`src/sv/adtsd_pkg.sv`:
```
// Shared types, constants and the sample rate table for the ADTS header deframer.
package adtsd_pkg;

	localparam int unsigned BYTE_W     = 8;
	localparam int unsigned PROFILE_W  = 2;
	localparam int unsigned SIDX_W     = 4;
	localparam int unsigned RATE_W     = 17;
	localparam int unsigned CHCFG_W    = 3;
	localparam int unsigned LEN_W      = 13;
	localparam int unsigned FNUM_W     = 16;
	localparam int unsigned OFFSET_W   = 32;
	localparam int unsigned HDR_POS_W  = 3;

	localparam logic [BYTE_W-1:0]    SYNC_BYTE     = 8'hFF;
	localparam logic [3:0]           SYNC_NIBBLE   = 4'hF;
	localparam logic [LEN_W-1:0]     HDR_BYTES     = 13'd7;
	localparam logic [HDR_POS_W-1:0] HDR_POS_FIRST = 3'd2;
	localparam logic [HDR_POS_W-1:0] HDR_POS_LAST  = 3'd6;
	localparam logic [OFFSET_W-1:0]  OFFSET_BACK   = 32'd6;

	typedef struct packed {
		logic [PROFILE_W-1:0] profile;
		logic [SIDX_W-1:0]    sampling_index;
		logic [RATE_W-1:0]    sample_rate_hz;
		logic [CHCFG_W-1:0]   channel_config;
		logic                 crc_absent;
		logic [LEN_W-1:0]     frame_length;
		logic [FNUM_W-1:0]    frame_number;
		logic [OFFSET_W-1:0]  frame_offset;
		logic                 length_error;
	} adtsd_result_t;

	function automatic logic [RATE_W-1:0] sample_rate(input logic [SIDX_W-1:0] idx);
		logic [RATE_W-1:0] r;
		case (idx)
			4'd0:    r = 17'd96000;
			4'd1:    r = 17'd88200;
			4'd2:    r = 17'd64000;
			4'd3:    r = 17'd48000;
			4'd4:    r = 17'd44100;
			4'd5:    r = 17'd32000;
			4'd6:    r = 17'd24000;
			4'd7:    r = 17'd22050;
			4'd8:    r = 17'd16000;
			4'd9:    r = 17'd12000;
			4'd10:   r = 17'd11025;
			4'd11:   r = 17'd8000;
			4'd12:   r = 17'd7350;
			default: r = '0;
		endcase
		return r;
	endfunction

endpackage

```
`src/sv/adtsd_in_if.sv`:
```
// Byte input channel: valid/ready handshake with one stream byte.
interface adtsd_in_if
	import adtsd_pkg::*;
();
	logic              valid;
	logic              ready;
	logic [BYTE_W-1:0] stream_byte;

	modport source(output valid, output stream_byte, input ready);
	modport sink(input valid, input stream_byte, output ready);
endinterface

```
`src/sv/adtsd_out_if.sv`:
```
// Result channel: valid/ready handshake with the decoded header fields.
interface adtsd_out_if
	import adtsd_pkg::*;
();
	logic                 valid;
	logic                 ready;
	logic [PROFILE_W-1:0] profile;
	logic [SIDX_W-1:0]    sampling_index;
	logic [RATE_W-1:0]    sample_rate_hz;
	logic [CHCFG_W-1:0]   channel_config;
	logic                 crc_absent;
	logic [LEN_W-1:0]     frame_length;
	logic [FNUM_W-1:0]    frame_number;
	logic [OFFSET_W-1:0]  frame_offset;
	logic                 length_error;

	modport source(output valid, output profile, output sampling_index,
		output sample_rate_hz, output channel_config, output crc_absent,
		output frame_length, output frame_number, output frame_offset,
		output length_error, input ready);
	modport sink(input valid, input profile, input sampling_index,
		input sample_rate_hz, input channel_config, input crc_absent,
		input frame_length, input frame_number, input frame_offset,
		input length_error, output ready);
endinterface

```
`src/sv/adtsd_parser.sv`:
```
// Sync hunt, header capture and payload skip; decodes the header on its last byte.
module adtsd_parser
	import adtsd_pkg::*;
#(
	parameter int unsigned FRAME_COUNT_BITS = 16
) (
	input  logic              clk,
	input  logic              arst_n,
	input  logic              step,
	input  logic [BYTE_W-1:0] byte_in,
	output logic              res_valid,
	output adtsd_result_t     res
);

	typedef enum logic [1:0] {
		PH_SYNC    = 2'd0,
		PH_HEADER  = 2'd1,
		PH_PAYLOAD = 2'd2
	} phase_t;

	phase_t                      phase_q;
	logic [BYTE_W-1:0]           prev_q;
	logic [HDR_POS_W-1:0]        pos_q;
	logic [LEN_W-1:0]            remain_q;
	logic [FRAME_COUNT_BITS-1:0] cnt_q;
	logic [OFFSET_W-1:0]         bpos_q;
	logic [BYTE_W-1:0]           hdr_q [1:5];

	logic [LEN_W-1:0] len;
	logic             short_len;
	logic [31:0]      cnt_ext;
	logic [LEN_W-1:0] remain_dec;

	assign len = {hdr_q[3][1:0], hdr_q[4], hdr_q[5][7:5]};
	assign short_len = len < HDR_BYTES;
	assign cnt_ext = 32'(cnt_q);
	assign remain_dec = (remain_q != '0) ? remain_q - 1'b1 : remain_q;

	assign res_valid = step && (phase_q == PH_HEADER) && (pos_q == HDR_POS_LAST);

	always_comb begin
		res.profile        = hdr_q[2][7:6];
		res.sampling_index = hdr_q[2][5:2];
		res.sample_rate_hz = sample_rate(hdr_q[2][5:2]);
		res.channel_config = {hdr_q[2][0], hdr_q[3][7:6]};
		res.crc_absent     = hdr_q[1][0];
		res.frame_length   = len;
		res.frame_number   = cnt_ext[FNUM_W-1:0];
		res.frame_offset   = bpos_q - OFFSET_BACK;
		res.length_error   = short_len;
	end

	// header bytes 1..5 are kept; byte 6 carries nothing that is decoded
	always_ff @(posedge clk) begin
		if (step) begin
			if (phase_q == PH_HEADER) begin
				case (pos_q)
					3'd2:    hdr_q[2] <= byte_in;
					3'd3:    hdr_q[3] <= byte_in;
					3'd4:    hdr_q[4] <= byte_in;
					3'd5:    hdr_q[5] <= byte_in;
					default: ;
				endcase
			end else if (phase_q != PH_PAYLOAD) begin
				hdr_q[1] <= byte_in;
			end
		end
	end

	always_ff @(posedge clk or negedge arst_n) begin
		if (!arst_n) begin
			phase_q  <= PH_SYNC;
			prev_q   <= '0;
			pos_q    <= '0;
			remain_q <= '0;
			cnt_q    <= '0;
			bpos_q   <= '0;
		end else if (step) begin
			bpos_q <= bpos_q + 1'b1;
			unique case (phase_q)
				PH_HEADER: begin
					if (pos_q == HDR_POS_LAST) begin
						cnt_q  <= cnt_q + 1'b1;
						pos_q  <= '0;
						prev_q <= '0;
						if (short_len || len == HDR_BYTES) begin
							phase_q  <= PH_SYNC;
							remain_q <= '0;
						end else begin
							phase_q  <= PH_PAYLOAD;
							remain_q <= len - HDR_BYTES;
						end
					end else begin
						pos_q <= pos_q + 1'b1;
					end
				end
				PH_PAYLOAD: begin
					remain_q <= remain_dec;
					if (remain_dec == '0) begin
						phase_q <= PH_SYNC;
						prev_q  <= '0;
					end
				end
				default: begin
					// unused phase code hunts like sync search
					phase_q <= PH_SYNC;
					if (prev_q == SYNC_BYTE && byte_in[7:4] == SYNC_NIBBLE) begin
						phase_q <= PH_HEADER;
						pos_q   <= HDR_POS_FIRST;
						prev_q  <= '0;
					end else begin
						prev_q <= byte_in;
					end
				end
			endcase
		end
	end

endmodule

```
`src/sv/adtsd_out_stage.sv`:
```
// Result register driving the output channel.
module adtsd_out_stage
	import adtsd_pkg::*;
(
	input  logic          clk,
	input  logic          arst_n,
	input  logic          load,
	input  logic          load_valid,
	input  adtsd_result_t load_res,
	output logic          can_load,
	adtsd_out_if.source   out_ch
);

	logic          valid_s2;
	adtsd_result_t res_s2;

	assign can_load = !valid_s2 || out_ch.ready;

	always_ff @(posedge clk or negedge arst_n) begin
		if (!arst_n) begin
			valid_s2 <= 1'b0;
		end else if (load) begin
			valid_s2 <= load_valid;
		end else if (out_ch.ready) begin
			valid_s2 <= 1'b0;
		end
	end

	always_ff @(posedge clk) begin
		if (load && load_valid) begin
			res_s2 <= load_res;
		end
	end

	assign out_ch.valid          = valid_s2;
	assign out_ch.profile        = res_s2.profile;
	assign out_ch.sampling_index = res_s2.sampling_index;
	assign out_ch.sample_rate_hz = res_s2.sample_rate_hz;
	assign out_ch.channel_config = res_s2.channel_config;
	assign out_ch.crc_absent     = res_s2.crc_absent;
	assign out_ch.frame_length   = res_s2.frame_length;
	assign out_ch.frame_number   = res_s2.frame_number;
	assign out_ch.frame_offset   = res_s2.frame_offset;
	assign out_ch.length_error   = res_s2.length_error;

endmodule

```
`src/sv/adts_header_deframer_top.sv`:
```
// ADTS header deframer top level: input register, parser and result register.
//
//  channel  | dir | handshake   | payload
//  ---------+-----+-------------+---------------------------------------------
//  in_ch    | in  | valid/ready | stream_byte[7:0]
//  out_ch   | out | valid/ready | one decoded ADTS header per frame
//
// One byte per cycle sustained while out_ch is not stalled; the last header byte is held in
// the input register, and its result is valid on out_ch once loaded into the result register.
// The parser updates its state once per byte, so nothing limits the rate
// except backpressure on out_ch, which stalls the input register and then in_ch.
// arst_n clears the phase, counters and valid flags; no clearing pass is needed.
module adts_header_deframer_top
	import adtsd_pkg::*;
#(
	parameter int unsigned FRAME_COUNT_BITS = 16
) (
	input logic         clk,
	input logic         arst_n,
	adtsd_in_if.sink    in_ch,
	adtsd_out_if.source out_ch
);

	logic              valid_s1;
	logic [BYTE_W-1:0] byte_s1;
	logic              can_load;
	logic              advance;
	logic              res_valid;
	adtsd_result_t     res;

	assign advance     = valid_s1 && can_load;
	assign in_ch.ready = !valid_s1 || can_load;

	always_ff @(posedge clk or negedge arst_n) begin
		if (!arst_n) begin
			valid_s1 <= 1'b0;
		end else if (in_ch.ready) begin
			valid_s1 <= in_ch.valid;
		end
	end

	always_ff @(posedge clk) begin
		if (in_ch.ready && in_ch.valid) begin
			byte_s1 <= in_ch.stream_byte;
		end
	end

	adtsd_parser #(
		.FRAME_COUNT_BITS(FRAME_COUNT_BITS)
	) u_parser (
		.clk      (clk),
		.arst_n   (arst_n),
		.step     (advance),
		.byte_in  (byte_s1),
		.res_valid(res_valid),
		.res      (res)
	);

	adtsd_out_stage u_out (
		.clk       (clk),
		.arst_n    (arst_n),
		.load      (advance),
		.load_valid(res_valid),
		.load_res  (res),
		.can_load  (can_load),
		.out_ch    (out_ch)
	);

endmodule

```
`src/flat_wrapper.sv`:
```
// flat-port wrapper written by rule: the top's interface ports become plain ports
module adts_header_deframer_top_flat import adtsd_pkg::*;
#(
	parameter int unsigned FRAME_COUNT_BITS = 16
)
  (clk, arst_n, in_ch_valid, in_ch_stream_byte, in_ch_ready, out_ch_valid, out_ch_profile, out_ch_sampling_index, out_ch_sample_rate_hz, out_ch_channel_config, out_ch_crc_absent, out_ch_frame_length, out_ch_frame_number, out_ch_frame_offset, out_ch_length_error, out_ch_ready);
  adtsd_in_if in_ch_i ();
  adtsd_out_if out_ch_i ();
  input logic clk;
  input logic arst_n;
  input wire logic [$bits(in_ch_i.valid)-1:0] in_ch_valid;
  input wire logic [$bits(in_ch_i.stream_byte)-1:0] in_ch_stream_byte;
  output wire logic [$bits(in_ch_i.ready)-1:0] in_ch_ready;
  output wire logic [$bits(out_ch_i.valid)-1:0] out_ch_valid;
  output wire logic [$bits(out_ch_i.profile)-1:0] out_ch_profile;
  output wire logic [$bits(out_ch_i.sampling_index)-1:0] out_ch_sampling_index;
  output wire logic [$bits(out_ch_i.sample_rate_hz)-1:0] out_ch_sample_rate_hz;
  output wire logic [$bits(out_ch_i.channel_config)-1:0] out_ch_channel_config;
  output wire logic [$bits(out_ch_i.crc_absent)-1:0] out_ch_crc_absent;
  output wire logic [$bits(out_ch_i.frame_length)-1:0] out_ch_frame_length;
  output wire logic [$bits(out_ch_i.frame_number)-1:0] out_ch_frame_number;
  output wire logic [$bits(out_ch_i.frame_offset)-1:0] out_ch_frame_offset;
  output wire logic [$bits(out_ch_i.length_error)-1:0] out_ch_length_error;
  input wire logic [$bits(out_ch_i.ready)-1:0] out_ch_ready;
  assign in_ch_i.valid = in_ch_valid;
  assign in_ch_i.stream_byte = in_ch_stream_byte;
  assign in_ch_ready = in_ch_i.ready;
  assign out_ch_valid = out_ch_i.valid;
  assign out_ch_profile = out_ch_i.profile;
  assign out_ch_sampling_index = out_ch_i.sampling_index;
  assign out_ch_sample_rate_hz = out_ch_i.sample_rate_hz;
  assign out_ch_channel_config = out_ch_i.channel_config;
  assign out_ch_crc_absent = out_ch_i.crc_absent;
  assign out_ch_frame_length = out_ch_i.frame_length;
  assign out_ch_frame_number = out_ch_i.frame_number;
  assign out_ch_frame_offset = out_ch_i.frame_offset;
  assign out_ch_length_error = out_ch_i.length_error;
  assign out_ch_i.ready = out_ch_ready;
  adts_header_deframer_top #(.FRAME_COUNT_BITS(FRAME_COUNT_BITS)) u_core (.clk(clk), .arst_n(arst_n), .in_ch(in_ch_i), .out_ch(out_ch_i));
endmodule
```
`config.mk`:
```
export PLATFORM = sky130hd
export DESIGN_NAME = adts_header_deframer_top_flat
export DESIGN_NICKNAME = d
export VERILOG_FILES = /design/src/sv/adtsd_pkg.sv /design/src/sv/adtsd_in_if.sv /design/src/sv/adtsd_out_if.sv /design/src/sv/adtsd_parser.sv /design/src/sv/adtsd_out_stage.sv /design/src/sv/adts_header_deframer_top.sv /design/src/flat_wrapper.sv
export SDC_FILE = /design/constraint.sdc
export NUM_CORES = 1
export LEC_CHECK = 0
export BUFFER_PORTS_ARGS = -buffer_cell sky130_fd_sc_hd__buf_2
export CAP_MARGIN = 20
export CORE_MARGIN = 2
export CORE_UTILIZATION = 52
export DETAILED_ROUTE_END_ITERATION = 6
export MAX_ROUTING_LAYER = met4
export PLACE_DENSITY = 0.75
export SYNTH_ARGS = -nofsm -noshare
export SYNTH_HDL_FRONTEND = slang
export SYNTH_HIERARCHICAL = 1
export SYNTH_SLANG_ARGS = --single-unit
```
`constraint.sdc`:
```
create_clock -name clk -period 3.1 [get_ports clk]
set_input_delay 0.155 -clock clk [delete_from_list [all_inputs] [get_ports clk]]
set_output_delay 0.155 -clock clk [all_outputs]
set_load 0.01 [all_outputs]
```
==> results of run 1 <==
-- per-stage QoR --
step	std cells	setup WS [ps]	hold slack [ps]	instance area [µm²]	power (µW)
floorplan	671	182.5	-140.6	8577	3970
global placement	982	171.2	332.4	9413	4203
detailed placement	982	85.41	333.1	9413	4247
CTS	1024	74.39	8.449	10070	6301
global route	1024	34.54	31.86	10070	6555
finish	1024	162.8	41.91	10070	6278
-- cell type report --
class                           instances  area (µm²)  area share
Clock buffer                           18       439.2     0.04361
Timing Repair Buffer                  133       795.8     0.07902
Tap cell                              216       270.3     0.02684
Clock inverter                         14       116.4     0.01155
Multi-Input combinational cell        421        2846      0.2826
Inverter                               26       97.59    0.009691
Sequential cell                       196        5505      0.5467
-- cell usage in the layout (no fill, tap or decap), types with 17 or more instances in the layout --
cell type,count
nand4_1,17
xnor2_1,60
inv_1,25
buf_4,20
nand2_1,56
xor2_1,26
edfxtp_1,120
clkbuf_16,17
nand3_1,23
dfrtp_1,76
o21ai_0,17
nor2_1,38
buf_2,101
-- report_power, final --
part	total [µW]	switching [µW]	internal (µW)
Sequential	3200	199	3000
Clock	2050	979	1070
Combinational	1030	561	471
Total	6280	1740	4540
-- worst reg2reg max path, cell delays in order, from the launching register on --
cell and delay (ps):
dfrtp_1 420, inv_1 140, ha_1 300, or3b_1 420
nor3_1 330, nand3b_1 190, xnor2_1 180, o32a_1 580
mux2i_1 290
-- worst max-delay path by stage --
stage                                           start                                   end  slack (ps)  cells past startpoint
final                     u_core/u_parser/remain_q[0]             u_core/u_parser/prev_q[3]         160                      8
after global routing        u_core/u_parser/bpos_q[2]  u_core/u_out/out_ch.frame_offset[29]          30                      7
after CTS                   u_core/u_parser/bpos_q[2]  u_core/u_out/out_ch.frame_offset[29]          70                      7
after detailed placement    u_core/u_parser/bpos_q[2]  u_core/u_out/out_ch.frame_offset[29]          90                      7
after global placement      u_core/u_parser/bpos_q[2]  u_core/u_out/out_ch.frame_offset[29]         170                      7
after floorplan             u_core/u_parser/bpos_q[1]  u_core/u_out/out_ch.frame_offset[29]         180                      9
-- registers in the layout (all words and copies together) (netlist names), 8 cells and up --
name,flops
u_core/byte_s1,8
u_core/u_parser/remain_q,13
u_core/u_parser/hdr_q,23
u_core/u_parser/cnt_q,16
u_core/u_out/out_ch.frame_offset,32
u_core/u_parser/bpos_q,32
u_core/u_out/out_ch.frame_number,16
u_core/u_parser/prev_q,8
u_core/u_out/out_ch.sample_rate_hz,17
u_core/u_out/out_ch.frame_length,13
-- cells by family after synthesis --
family,after synthesis
AOI/OAI and AO/OA,74
adders and majority gates,15
and+or+nand+nor,230
xor gates and xnor gates,86
buffers and inverters,54
muxes,16
DFF,196
-- per-layer routing --
| metal | GRT usage | vias to the layer above | routed length, µm |
|---|---|---|---|
| met5 | - | - | 0 |
| met4 | 0.07348 | 0 | 340 |
| met3 | 0.03985 | 34 | 900 |
| met2 | 0.3495 | 194 | 8785 |
| met1 | 0.2504 | 2756 | 7105 |
| li1 | - | 2667 | - |
-- timing repair --
| item | in CTS | in global routing |
|---|---|---|
| resized for setup | 0 | 1 |
| hold buffers | 10 | 0 |
| endpoints found under the setup margin | 0 | 1 |
| endpoints found under the hold margin | 85 | 0 |
==> impl_metrics.json, run 1 <==
{
  "status": "completed",
  "max_freq_mhz": 340.5,
  "crit_arrival_ps": 3270,
  "finalWirelength_um": 17130,
  "port_buffers": 102,
  "yosysTopAreaCell": "edfxtp_1",
  "cpPeakStageDelay_ps": 580,
  "chipWidth_um": 132.4,
  "grt_pass1_wl_um": 27830,
  "setup_tns_ps": 0,
  "grt_pass1_vias": 5546,
  "drive_gt1_frac": 0.2104,
  "worstHoldEndpoint": "u_core/u_out/out_ch.valid",
  "vias": 5651,
  "place_congestion": 0.9048,
  "clk_latency_ps": 430,
  "syn-cell-area_mm2": 0.008577,
  "yosys.area.top_type_share": 0.4201,
  "yosysMostFrequentCell": "edfxtp_1",
  "clkSlewWorstSetupHoldPaths_ps": 70,
  "synth_compound_area_frac": 0.05573,
  "synth_area_leaders": "edfxtp_1 42%, dfrtp_1 22%, xnor2_1 6.1%, xor2_1 2.7%, nand2_1 2.5%",
  "postCtsSetupRepairBufs": 0,
  "rsz0062_at_grt": "false",
  "placeableCoreArea_mm2": 0.01600,
  "muxShareOfSynthArea": 0.02042,
  "synth_edf_count": 120,
  "vias_per_cell": 5.519,
  "synth_ff_type": "edfxtp_1",
  "report.final.slew_viol_count": 0,
  "r2r-start": "u_core/u_parser/remain_q[0]",
  "worst_setup_path_end_kind": "register",
  "min_delay_path_depth": 3,
  "cts_max_level": 4,
  "netlist_instances": 671,
  "cts_buffers": 17,
  "yosys_register_bits": 196,
  "rr_endpoint": "u_core/u_parser/prev_q[3]",
  "synth_top_family_by_area": "simple AND/OR/NAND/NOR gates",
  "start_util": 0.5360,
  "finalHoldViolations": 0,
  "drt_iter0_drc": 632,
  "final_core_util": 0.6294,
  "cp_slowest_cell": "o32a_1",
  "wl_per_cell_um": 16.73,
  "antenna_cells": 0,
  "antenna_left": 0,
  "startpoint_type": "register",
  "final.setup_skew_ps": 9.863,
  "rows": 46,
  "yosys.area_share.adder": 0.02188,
  "synthArstFlopShare": 0.3878,
  "hold_start": "out_ch_ready",
  "drc": 0,
  "leakagePower_uw": 0.004110,
  "worstPathRequired_ps": 3440,
  "hold_class": "input pin to register",
  "clock-sinks": 196,
  "setup_viol": 0,
  "synthXorXnorAreaFrac": 0.08782,
  "critical_path_class": "register to register",
  "grt_use_total": 0.2072,
  "cp_num_buf_inv": 1,
  "r2r_slack_ps": 160,
  "synthTopCellsByCount": "120 x edfxtp_1, 76 x dfrtp_1, 60 x xnor2_1",
  "slew_headroom": 0.3228,
  "cp_cell_sequence": "inv_1 -> ha_1 -> or3b_1 -> nor3_1 -> nand3b_1 -> xnor2_1 -> o32a_1 -> mux2i_1",
  "worst-r2r-cell-count": 8,
  "final.period_utilization": 0.9475,
  "p_per_area_mw_per_mm2": 623.4,
  "die_y_um": 132.4,
  "area_growth_pct": 17.42,
  "grt_max_degree": 77,
  "drv_cap": 0,
  "worst_pin_slew_ps": 1016,
  "tritoncts": "built",
  "ys_seq_area_frac": 0.6419,
  "fill_cells": 1231,
  "yosys_warnings": 6,
  "dp_hpwl_um": 12050,
  "final_net_count": 822,
  "dieArea_mm2": 0.01754,
  "critPathTopFamily": "simple AND/OR/NAND/NOR gates",
  "ir_drop_mv": 0.4637,
  "ioPinCount": 103,
  "fin_crit_ps": 2937,
  "cts_root_buf": "clkbuf_16",
  "antenna_found_initial": 0,
  "syn_avg_cell_area_um2": 12.78,
  "synthesis.nets": 698,
  "crit_fanout": 10,
  "synth-simple-area-share": 0.1457,
  "clock_path_buffers": 2,
  "synth_cell_types": 63,
  "grt-ovfl-total": 0,
  "drt_first_pass_iters": 5
}
No activity file was read; power rests on OpenSTA's default activity.
==> run 2, diff against run 1 <==
Settings changed: CORE_MARGIN 2 to not set.
==> run 2 against run 1 <==
  * Flip-flop and latch count unchanged
  * Non-clock buffer count unchanged
  * Clock power is essentially flat
  * Register-to-register slack hardly changed
  * Combinational power barely moved
  * Power about the same
  * Highest routed layer unchanged
  * Sequential power hardly changed
  * Clock skew is 3.0 ps higher
  * Via count fell by 0.80%
  * Largest power group unchanged
  * Worst hold slack worse by 15 ps
  * First-iteration DRC count down 42%
  * Global-route usage increased by 1.4 points
==> impl_metrics.json, run 2 (synthesized netlist as in run 1, its figures left out) <==
{
  "status": "completed",
  "final_net_count": 822,
  "worst-r2r-cell-count": 7,
  "grt_pass1_vias": 5547,
  "startpoint_type": "register",
  "grt_pass1_wl_um": 27610,
  "clock_path_buffers": 2,
  "drive_gt1_frac": 0.2094,
  "drv_cap": 0,
  "fill_cells": 1255,
  "crit_arrival_ps": 3100,
  "final.setup_skew_ps": 12.83,
  "clk_latency_ps": 430,
  "ir_drop_mv": 0.4084,
  "seqPwrFrac": 0.509,
  "slew_headroom": 0.5030,
  "grt-ovfl-total": 0,
  "finalWirelength_um": 17020,
  "clock-sinks": 196,
  "placeableCoreArea_mm2": 0.01600,
  "vias": 5606,
  "p_per_area_mw_per_mm2": 622.4,
  "grt_use_total": 0.2213,
  "setup_tns_ps": 0,
  "clkSlewWorstSetupHoldPaths_ps": 70,
  "area_growth_pct": 17.58,
  "finalHoldViolations": 0,
  "chipWidth_um": 130.4,
  "worstPathRequired_ps": 3260,
  "multi_input_area_mm2": 0.002848,
  "drc": 0,
  "cts_buffers": 17,
  "start_util": 0.5360,
  "antenna_found_initial": 0,
  "final_cell_mix": "120 x edfxtp_1, 101 x buf_2, 76 x dfrtp_1",
  "worst_pin_slew_ps": 739.9,
  "place_ws_ps": 102.3,
  "p_clk_frac": 0.327,
  "p_total_uw": 6277,
  "tritoncts": "built",
  "power.internal_uw": 4594,
  "rows": 46,
  "fin_crit_ps": 2941,
  "critical_path_class": "register to register",
  "place_area_mm2": 0.009405,
  "switchingPower_uw": 1683,
  "fin_ws_ps": 159.0,
  "stdcell_area_mm2": 0.01008,
  "final_core_util": 0.6303,
  "cts_root_buf": "clkbuf_16",
  "hold_class": "input pin to register",
  "leakagePower_uw": 0.004114,
  "antenna_left": 0,
  "ioPinCount": 103,
  "min_delay_path_depth": 3,
  "rsz0062_at_grt": "false",
  "final.period_utilization": 0.9487,
  "die_y_um": 130.4,
  "antenna_cells": 0,
  "cts_max_level": 4,
  "vias_per_cell": 5.480,
  "drt_first_pass_iters": 5,
  "setup_viol": 0,
  "max_freq_mhz": 340.0,
  "drt_iter0_drc": 367,
  "dieArea_mm2": 0.01701,
  "final_common_cell": "edfxtp_1",
  "combPwrFrac": 0.164,
  "regArea_mm2": 0.005505,
  "sw_frac_of_total": 0.2681,
  "crit_fanout": 7,
  "report.final.slew_viol_count": 0,
  "postCtsSetupRepairBufs": 0,
  "grt_max_degree": 77,
  "place_congestion": 0.9069,
  "port_buffers": 102,
  "wl_per_cell_um": 16.64,
  "dp_hpwl_um": 11820,
  "worst_setup_path_end_kind": "register"
}
## run 2: cell types whose count changed in the layout (fill, tap and decap cells not counted), sizes merged
cell	before	now
clkbuf	18	22
inv	31	28
clkinv	8	6
## run 2: timing repair
| action | in CTS | in global routing |
|---|---|---|
| hold buffers | 10 | 0 |
| gates resized for setup | 0 | 2 |
| endpoints found under the hold margin | 85 | 0 |
| endpoints found under the setup margin | 0 | 11 |
## run 2: metal layers
layer / GRT usage / vias up / wire length [µm]
met5: - / - / 0
met4: 0.07032 / 0 / 236
met3: 0.04479 / 21 / 681
met2: 0.3742 / 164 / 8797
met1: 0.2678 / 2750 / 7304
li1: - / 2671 / -
## run 2: power groups by stage
stage / clock, µW / combinational [µW] / sequential, µW
floorplan: 0 / 790 / 3180
global placement: 0 / 973 / 3230
detailed placement: 0 / 1010 / 3240
CTS: 2090 / 1020 / 3190
global route: 2180 / 1150 / 3220
finish: 2050 / 1030 / 3200
## run 2: cell type report
cell class	count	area share
well taps	216	0.02680
clock buffers	22	0.04814
multi-input cells	421	0.2824
repair buffers	133	0.08015
flip-flops and latches	196	0.5459
inverters	26	0.009677
clock inverters	9	0.006948
## run 2: final timing paths
kind                                              startpoint                               endpoint  slack, ps
max in group asynchronous                             arst_n              u_core/u_parser/cnt_q[10]       2260
worst max-delay path               u_core/u_parser/bpos_q[2]   u_core/u_out/out_ch.frame_offset[29]        160
worst min register to register  u_core/u_parser/hdr_q[0][22]  u_core/u_out/out_ch.channel_config[0]        410
min in group asynchronous                             arst_n            u_core/u_parser/remain_q[5]        240
worst min-delay path                            out_ch_ready              u_core/u_out/out_ch.valid         30
worst max register to register     u_core/u_parser/bpos_q[2]   u_core/u_out/out_ch.frame_offset[29]        160
## run 2: per-stage QoR
stage	hold slack, ps	instances
after floorplan	-140.6	671
after global placement	333.2	981
after detailed placement	333.1	981
after CTS	12.48	1022
after global routing	30.04	1023
final	26.64	1023
## run 2: worst max-delay path, stage by stage (launching register included)
cell and delay, ps:
dfrtp_1 440, ha_1 260, or4_1 440, or4b_4 530, or3_1 380, or2_4 290
o31ai_1 240, o21ai_1 100
==> run 3, diff against run 2 <==
Settings changed: CORE_UTILIZATION 52 to 58, PLACE_DENSITY 0.75 to 0.8, SLEW_MARGIN set to 20.
Clock period 3.1 ns to 2.9 ns, I/O delays scaled along.
==> run 3 against run 2 <==
  * Sequential power is 6% higher
  * First-iteration DRC count rose by 0.27%
  * Via count up 2.9%
  * Sequential share of layout area decreased by 0.34 points
  * Worst hold slack improved by 190 ps
  * Clock power up 9%
  * Flip-flop and latch count unchanged
  * Die area down 10%
  * Final cell count decreased by 2.1%
  * Critical path depth fell by 1
  * Wire length grew 2.4%
  * Utilization rose by 7.1 points
==> impl_metrics.json, run 3 (synthesized netlist as in run 1, its figures left out) <==
{
  "grt_use_total": 0.2511,
  "placeableCoreArea_mm2": 0.01448,
  "endpoint": "u_core/u_out/out_ch.frame_offset[29]",
  "final_cell_mix": "120 x edfxtp_1, 101 x buf_2, 76 x dfrtp_1",
  "clkSlewWorstSetupHoldPaths_ps": 70,
  "p_per_area_mw_per_mm2": 670.2,
  "setup_tns_ps": 0,
  "crit_path_start": "u_core/u_parser/bpos_q[6]",
  "dieArea_mm2": 0.01528,
  "worst_setup_path_end_kind": "register",
  "grt-ovfl-total": 0,
  "use_met1": 0.2911,
  "max_freq_mhz": 353.6,
  "grt_pass1_wl_um": 27810,
  "worstPathRequired_ps": 3070,
  "hold_class": "input pin to async pin",
  "grt_max_degree": 77,
  "r2r_slack_ps": 70,
  "chipWidth_um": 123.6,
  "crit_arrival_ps": 3000,
  "final_net_count": 832,
  "r2r-start": "u_core/u_parser/bpos_q[6]",
  "rows": 44,
  "status": "completed",
  "drv_cap": 0,
  "port_buffers": 102,
  "drt_first_pass_iters": 4,
  "startpoint_type": "register",
  "cts_max_level": 4,
  "met3_usage": 0.04304,
  "critical_path_class": "register to register",
  "sw_frac_of_total": 0.2820,
  "postCtsSetupRepairBufs": 0,
  "place_congestion": 0.8953,
  "ir_drop_mv": 0.3820,
  "antenna_found_initial": 0,
  "clk_latency_ps": 430,
  "ioPinCount": 103,
  "finalWirelength_um": 17430,
  "grt-busiest-layer": "met2",
  "leakagePower_uw": 0.004165,
  "seqPwrFrac": 0.498,
  "vias_per_cell": 5.757,
  "antenna_cells": 0,
  "dp_hpwl_um": 12030,
  "vias": 5769,
  "crit_fanout": 7,
  "final_common_cell": "edfxtp_1",
  "setup_viol": 0,
  "slew_headroom": 0.5108,
  "power.internal_uw": 4883,
  "grtUsageMet2": 0.4257,
  "report.final.slew_viol_count": 0,
  "die_y_um": 123.6,
  "final.period_utilization": 0.9751,
  "drc": 0,
  "p_total_uw": 6800,
  "finalHoldViolations": 0,
  "cts_root_buf": "clkbuf_16",
  "drive_gt1_frac": 0.2249,
  "fin_crit_ps": 2828,
  "worst-r2r-cell-count": 6,
  "p_clk_frac": 0.328,
  "wl_per_cell_um": 17.39,
  "clock_path_buffers": 2,
  "final.setup_skew_ps": 8.484,
  "worst_pin_slew_ps": 728.2,
  "area_growth_pct": 18.31,
  "switchingPower_uw": 1918,
  "antenna_left": 0,
  "combPwrFrac": 0.174,
  "fin_ws_ps": 72.07,
  "tritoncts": "built",
  "clock-sinks": 196,
  "cts_buffers": 17,
  "drt_iter0_drc": 368,
  "place_ws_ps": -15.13,
  "rr_endpoint": "u_core/u_out/out_ch.frame_offset[29]",
  "start_util": 0.5924,
  "grt_pass1_vias": 5697,
  "rsz0062_at_grt": "false"
}
run 3: critical path: stages (launching register included):
cell and delay [ps]:
dfrtp_1 400, or4_4 580, or4b_4 580, or3_4 390
or2_4 290, o31ai_2 230, o21ai_1 90
run 3: how the worst min path moves through the flow:
| stage | startpoint | to | slack [ps] | depth (start not counted) |
|---|---|---|---|---|
| global route | arst_n | u_core/u_parser/bpos_q[28] | 250 | 2 |
| finish | arst_n | u_core/u_parser/bpos_q[25] | 220 | 2 |
| floorplan | arst_n | u_core/u_out/out_ch.valid | -150 | 0 |
| global placement | in_ch_stream_byte[4] | u_core/byte_s1[4] | 330 | 1 |
| CTS | in_ch_stream_byte[3] | u_core/byte_s1[3] | 400 | 2 |
| detailed placement | in_ch_stream_byte[3] | u_core/byte_s1[3] | 320 | 1 |
run 3: repair_timing:
action,4_1_cts,5_1_grt
endpoints found under the hold margin,86,0
gates resized for setup,1,3
hold buffers,11,0
pin swaps,0,1
setup endpoints to repair,1,11
run 3: power groups by stage:
stage	Clock (µW)	Combinational [µW]	Sequential, µW
after floorplan	0	846	3400
after global placement	0	1080	3430
after detailed placement	0	1130	3440
after CTS	2270	1160	3380
after global routing	2380	1320	3410
final	2230	1180	3390
run 3: metrics by stage:
stage / cells / hold WS [ps] / util / cell area (µm²)
finish: 1002 / 215.0 / 0.7008 / 10150
global placement: 958 / 325.1 / 0.6517 / 9435
global route: 1002 / 251.1 / 0.7008 / 10150
floorplan: 671 / -150.6 / - / 8579
CTS: 1001 / 395.3 / 0.6987 / 10120
detailed placement: 958 / 323.1 / 0.6517 / 9435
run 3: area by class of cell:
cell class                 count  area [µm²]
fill                        1011        4332
clock buffer                  17       425.4
timing repair buffer         143       885.9
tap                          184       230.2
inverter                      26       97.59
clock inverter                15       142.6
sequential                   196        5505
multi-input combinational    421        2860
run 3: layer usage:
metal  vias up  wire length [µm]
li1       2688                 -
met1      2850              6959
met2       186              9273
met3        45               716
met4         0               478
met5         -                 0
